### config.mk
export PLATFORM = sky130hd
export DESIGN_NAME = iirl_cell
export DESIGN_NICKNAME = d
export VERILOG_FILES = /design/src/design/iirl_pkg.sv /design/src/design/iirl_cell.sv
export SDC_FILE = /design/constraint.sdc
export NUM_CORES = 1
export LEC_CHECK = 0
export BUFFER_PORTS_ARGS = -buffer_cell sky130_fd_sc_hd__buf_2
export CORE_ASPECT_RATIO = 1.2
export CORE_MARGIN = 2
export CORE_UTILIZATION = 39
export CTS_CLUSTER_DIAMETER = 30
export DETAILED_ROUTE_END_ITERATION = 8
export PLACE_DENSITY = 0.93
export SETUP_SLACK_MARGIN = 0.4
export SLEW_MARGIN = 15
export SYNTH_ARGS = -nofsm -noshare
export SYNTH_HDL_FRONTEND = slang
export SYNTH_SLANG_ARGS = --single-unit
export TNS_END_PERCENT = 100
### constraint.sdc
create_clock -name clock -period 2.7 [get_ports clock]
set_input_delay 0.135 -clock clock [delete_from_list [all_inputs] [get_ports clock]]
set_output_delay 0.135 -clock clock [all_outputs]
set_load 0.02 [all_outputs]
### src/design/iirl_pkg.sv
// Package for the indexed insert/remove list: codes, field widths and the
// control word broadcast along the cell chain. No dependencies.
package iirl_pkg;

   localparam int CAPACITY_DEF  = 64;
   localparam int WORD_BITS_DEF = 32;

   localparam int KIND_BITS     = 2;
   localparam int POS_BITS      = 7;
   localparam int FIELD_BITS    = 32;
   localparam int STATUS_BITS   = 2;
   localparam int LENGTH_BITS   = 7;
   localparam int EXT_BITS      = 64;

   typedef enum logic [KIND_BITS-1:0] {
      KIND_INSERT  = 2'd0,
      KIND_REMOVE  = 2'd1,
      KIND_READ    = 2'd2,
      KIND_REPLACE = 2'd3
   } kind_type;

   typedef enum logic [STATUS_BITS-1:0] {
      ST_OK    = 2'd0,
      ST_FULL  = 2'd1,
      ST_RANGE = 2'd2
   } status_type;

   typedef enum logic [1:0] {
      OP_HOLD    = 2'd0,
      OP_INSERT  = 2'd1,
      OP_REMOVE  = 2'd2,
      OP_REPLACE = 2'd3
   } cell_op_type;

   typedef struct packed {
      cell_op_type          op;
      logic [POS_BITS-1:0]  position;
   } cell_ctrl_type;

endpackage

### src/design/iirl_cell.sv
// One list entry of the shift chain: takes from the lower or upper neighbour
// or the broadcast word as the control word says. Depends on iirl_pkg.
module iirl_cell #(
   parameter int INDEX     = 0,
   parameter int WORD_BITS = iirl_pkg::WORD_BITS_DEF
) (
   input  logic                    clock,
   input  iirl_pkg::cell_ctrl_type ctrl,
   input  logic [WORD_BITS-1:0]    new_word,
   input  logic [WORD_BITS-1:0]    lower_word,
   input  logic [WORD_BITS-1:0]    upper_word,
   output logic [WORD_BITS-1:0]    data,
   output logic [WORD_BITS-1:0]    tap
);
   import iirl_pkg::*;

   localparam logic [31:0] IndexVal = 32'(INDEX);

   logic [WORD_BITS-1:0] data_ff;
   logic [WORD_BITS-1:0] data_in;
   logic [31:0]          pos_wide;
   logic                 hit;
   logic                 above;

   assign pos_wide = 32'(ctrl.position);
   assign hit      = (IndexVal == pos_wide);
   assign above    = (IndexVal > pos_wide);

   always_comb begin
      data_in = data_ff;
      case (ctrl.op)
         OP_INSERT: begin
            if (above) begin
               data_in = lower_word;
            end else if (hit) begin
               data_in = new_word;
            end
         end
         OP_REMOVE: begin
            if (above || hit) begin
               data_in = upper_word;
            end
         end
         OP_REPLACE: begin
            if (hit) begin
               data_in = new_word;
            end
         end
         default: data_in = data_ff;
      endcase
   end

   always_ff @(posedge clock) begin
      data_ff <= data_in;
   end

   assign data = data_ff;
   assign tap  = hit ? data_ff : '0;

endmodule

=== After elaboration in Yosys (flattened, before gate mapping) ===
Index checks and enable logic that the tools add are counted.

* Flip-flop bits (word level): 32
* Input bits: 106
* Output and inout port bits: 64
* Logic and storage cells: 15

* Order comparisons: 1
* Equality and inequality tests: 4
* Multiplexer cells: 5
* Reductions and logical operators: 4

{| class="wikitable"
|+ Operators with widths
! kind !! count
|-
| 32-bit two-way mux || 4
|-
| 32-bit case mux with 3 select lines || 1
|-
| 32-bit zero test || 1
|-
| 1-bit by 7-bit greater-than comparator with 1-bit output, first input constant || 1
|-
| 2-bit equality test, second input constant || 2
|-
| 3-bit nonzero test || 1
|-
| 2-bit by 1-bit equality test with 1-bit output, second input constant || 1
|-
| 2-bit inequality test, second input constant || 1
|-
| 2-bit AND reduction || 1
|-
| 1-bit logical OR || 1
|}

=== Logic depth before layout (Yosys ltp) ===
* Depth in word-level cells: 4
* Gate-level depth with buffers: 5

=== Worst setup path after synthesis ===
Ideal clock, no wire load.

* Kind: input to register
* From: in ctrl[3] in the netlist's numbering
* To: reg data_ff[0], in the netlist data[0] (enable)
* Library setup time: 0.388 ns
* Data arrival time: 1.635 ns
* Required time: 2.312 ns
* Setup slack: 0.677 ns
* Cell stages on the path: 3
* Cell sequence: or4_4 -> nor2_4 -> a21o_1

* Word-level cells in the longest chain between the ends: 4
* Elaborated cells between the ends (all ways): 5

{| class="wikitable"
|+ RTL lines
! what !! line !! RTL
|-
| start, declared || iirl_cell.sv:8 || <nowiki>input iirl_pkg::cell_ctrl_type ctrl,</nowiki>
|-
| 1-bit by 7-bit greater-than comparator with 1-bit output or 32-bit zero test (tied branches) || iirl_cell.sv:27, iirl_cell.sv:26 ||
|-
| 1-bit logical OR (*) || iirl_cell.sv:40 || <nowiki>if (above || hit) begin</nowiki>
|-
| 2-bit inequality test (no line) (*) || -- ||
|-
| 2-bit AND reduction (no line) (*) || -- ||
|-
| end signal, assigned || iirl_cell.sv:54 || <nowiki>data_ff <= data_in;</nowiki>
|-
| end, declared || iirl_cell.sv:19 || <nowiki>logic [WORD_BITS-1:0] data_ff;</nowiki>
|}

Every way passes the cells marked *; elsewhere a longest branch is shown, timed or not.
A chain may end at the register's enable or synchronous reset.

=== Final worst setup path ===
* From: in ctrl[3] in the netlist's numbering
* To: out tap[20]

* Word-level cells in the longest chain between the ends: 2

{| class="wikitable"
|+ RTL lines
! what !! line !! RTL
|-
| 32-bit zero test || iirl_cell.sv:26 || <nowiki>assign hit = (IndexVal == pos_wide);</nowiki>
|-
| 32-bit two-way mux || iirl_cell.sv:58 || <nowiki>assign tap = hit ? data_ff : '0;</nowiki>
|-
| end, declared || iirl_cell.sv:13 || <nowiki>output logic [WORD_BITS-1:0] tap</nowiki>
|}

No other way between the ends.

==> qor.yml <==
timing:
  rsz0062_at_grt: "false"
  min_period_ps: 2080
  tns_ps: 0
  finalCritPeriodShare: 0.771
  finalSetupViolations: 0
  fmax_mhz: 480
  fin_skew_ps: 0
  max_slew_margin: 0.349
  worst_pin_slew_ps: 976
  finalHoldViolations: 0
  whs_ps: 178
  slew_viol_final: 0
logic_synthesis:
  seq_area_frac_synth: 0.464
  synth_simple_gate_area_share: 0.182
  synth_cells: 226
  synth_fa_ha_area_frac: 0
  synth_compound_area_frac: 0.294
  synthXorXnorAreaFrac: 0
  syn_avg_cell_area_sq_um: 9.16
  synth_cell_types: 17
  synth_top_family_by_area: "compound AO/OA/AOI/OAI gates"
  synthMuxAreaShare: 0
  yosysWarnings: 0
  netlist_area_sq_um: 2070
  ys_seq_elements: 32
  synth_fp_nets: 332
floorplan:
  fp-row-count: 29
  ioPinCount: 170
  fp.dieW_um: 70.5
  initial_utilization: 0.399
  die_area_sq_um: 5910
  dieHeight_um: 83.8
  coreArea_sq_um: 5190
power_and_ir_drop:
  finalPower_mw: 1.25
  vdd_drop_max_mv: 0.286
  powerDensity_nw_per_um2: 434
  cellLeakagePower_nw: 1.28
global_routing:
  grt_max_degree: 34
  track_usage: 0.217
  grt_pass1_wl_um: 10300
  antenna_found_initial: 0
  grt_overflow: 0
  grt_pass1_vias: 2197
status:
  status: "finished, final reports clean"
setup_path:
  crit_buf_inv: 3
  crit_fanout: 33
  critPathKind: "in2out"
  slowest_stage: "or4_4"
  critPathLaunchType: "input pin"
  crit_top_cell: "buf_2"
  endpoint_kind: "output port"
  crit_arrival_ps: 1950
  crit_path_cell_trace: "buf_2 > or4_4 > nor2_4 > buf_4 > and2_1 > buf_2"
  cpPeakStageDelay_ps: 720
  crit_family: "simple AND/OR/NAND/NOR gates"
  cp.required_ps: 2570
route:
  wire_per_inst_um: 15.6
  via_per_inst: 5.59
  drc: 0
  wl_met3_um: 606
  drt-met1-wl_um: 2560
  wl_um: 6500
  detail-route-antenna-nets: 0
  drt_iter0_markers: 132
  num_vias: 2324
  wl_met2_um: 3270
  drtPass1Iterations: 4
  top_layer_used: "met4"
clocking:
  cts_tree: "built"
  worstSkewPairLatency_ps: 280
  cts_buffers: 5
  h-tree-depth: 2
  cts_root_buf: "clkbuf_8"
  cts_setup_buffers: 0
  clk_pin_slew_ps: 70
  hold_buffers: 0
  cts_buffer_depth: 2
  cts_sinks: 32
  cts_resized: 0
finish:
  drive_gt1_frac: 0.444
  nFillCells: 451
  final_common_cell: "buf_2"
  syn_to_final_growth_pct: 38.6
  largest_reg_flops: 32
  nets: 459
  antenna-diode-count: 0
worst_hold_path:
  min_path_type: "in2reg"
place:
  hpwlAfterDp_um: 4530
  gp_congestion: 0.742
  port-buffer-count: 137
job:
  cap_violations: 0
==> logic make-up (layout without fill, tap and decap cells) <==
logic type	count (synthesis)	after routing
buffers and inverters	26	154
flip-flops	32	32
AO/OA/AOI/OAI	97	97
AND/OR/NAND/NOR	71	71
==> power by group <==
part	leakage, nW	internal (mW)	switching [mW]
registers	0.308	0.598	0.0240
logic	0.928	0.108	0.168
clock network	0.0453	0.175	0.173
==> layout make-up <==
class	count	area [sq um]	share of cell area
inverter	1	3.75	0.00131
sequential	32	961	0.335
timing repair buffer	145	746	0.260
clock buffer	5	68.8	0.0240
clock inverter	3	13.8	0.00480
multi-input combinational	168	1000	0.348
tap	62	77.6	0.0270
==> stage by stage <==
stage / util / cell area (sq um) / std cells / worst slack [ps]
floorplan: - / 2070 / 226 / 677
detailed placement: 0.537 / 2790 / 408 / 584
CTS: 0.553 / 2870 / 416 / 616
finish: 0.553 / 2870 / 416 / 617
global placement: 0.537 / 2790 / 408 / 616
global route: 0.553 / 2870 / 416 / 532
==> worst reg2reg max path, delay by kind of cell (launching register included) <==
| family | cells | cell delay, ps |
|---|---|---|
| AOI/OAI and AO/OA | 2 | 210 |
| DFF | 1 | 410 |
==> synth_stat cells <==
master / number / area [sq um]
nor2_1: 33 / 124
a21oi_1: 32 / 160
a41oi_1: 32 / 280
and2_1: 32 / 200
edfxtp_1: 32 / 961
o21ai_0: 32 / 160
clkbuf_1: 19 / 71.3
buf_2: 3 / 15.0
buf_6: 3 / 33.8
a21o_1: 1 / 7.51
inv_1: 1 / 3.75
nand2b_1: 1 / 6.26
nor2_4: 1 / 11.3
nor2b_1: 1 / 6.26
nor4_2: 1 / 12.5
or3_1: 1 / 6.26
or4_4: 1 / 11.3
==> layer usage <==
metal | up-vias | track usage
li1 | 1107 | -
met4 | 0 | 0.0577
met3 | 8 | 0.0519
met2 | 129 | 0.369
met5 | - | 0
met1 | 1080 | 0.276
==> path summary, 6_finish.rpt <==
check	slack, ps	to	cells past startpoint	startpoint
setup / recovery	620	tap[20]	6	ctrl[3]
hold / removal	180	data[13]$_DFFE_PP_	3	upper_word[13]
setup reg to reg	1830	data[20]$_DFFE_PP_	2	data[20]$_DFFE_PP_
hold reg to reg	680	data[16]$_DFFE_PP_	2	data[16]$_DFFE_PP_
(Power assumes the default switching activity.)
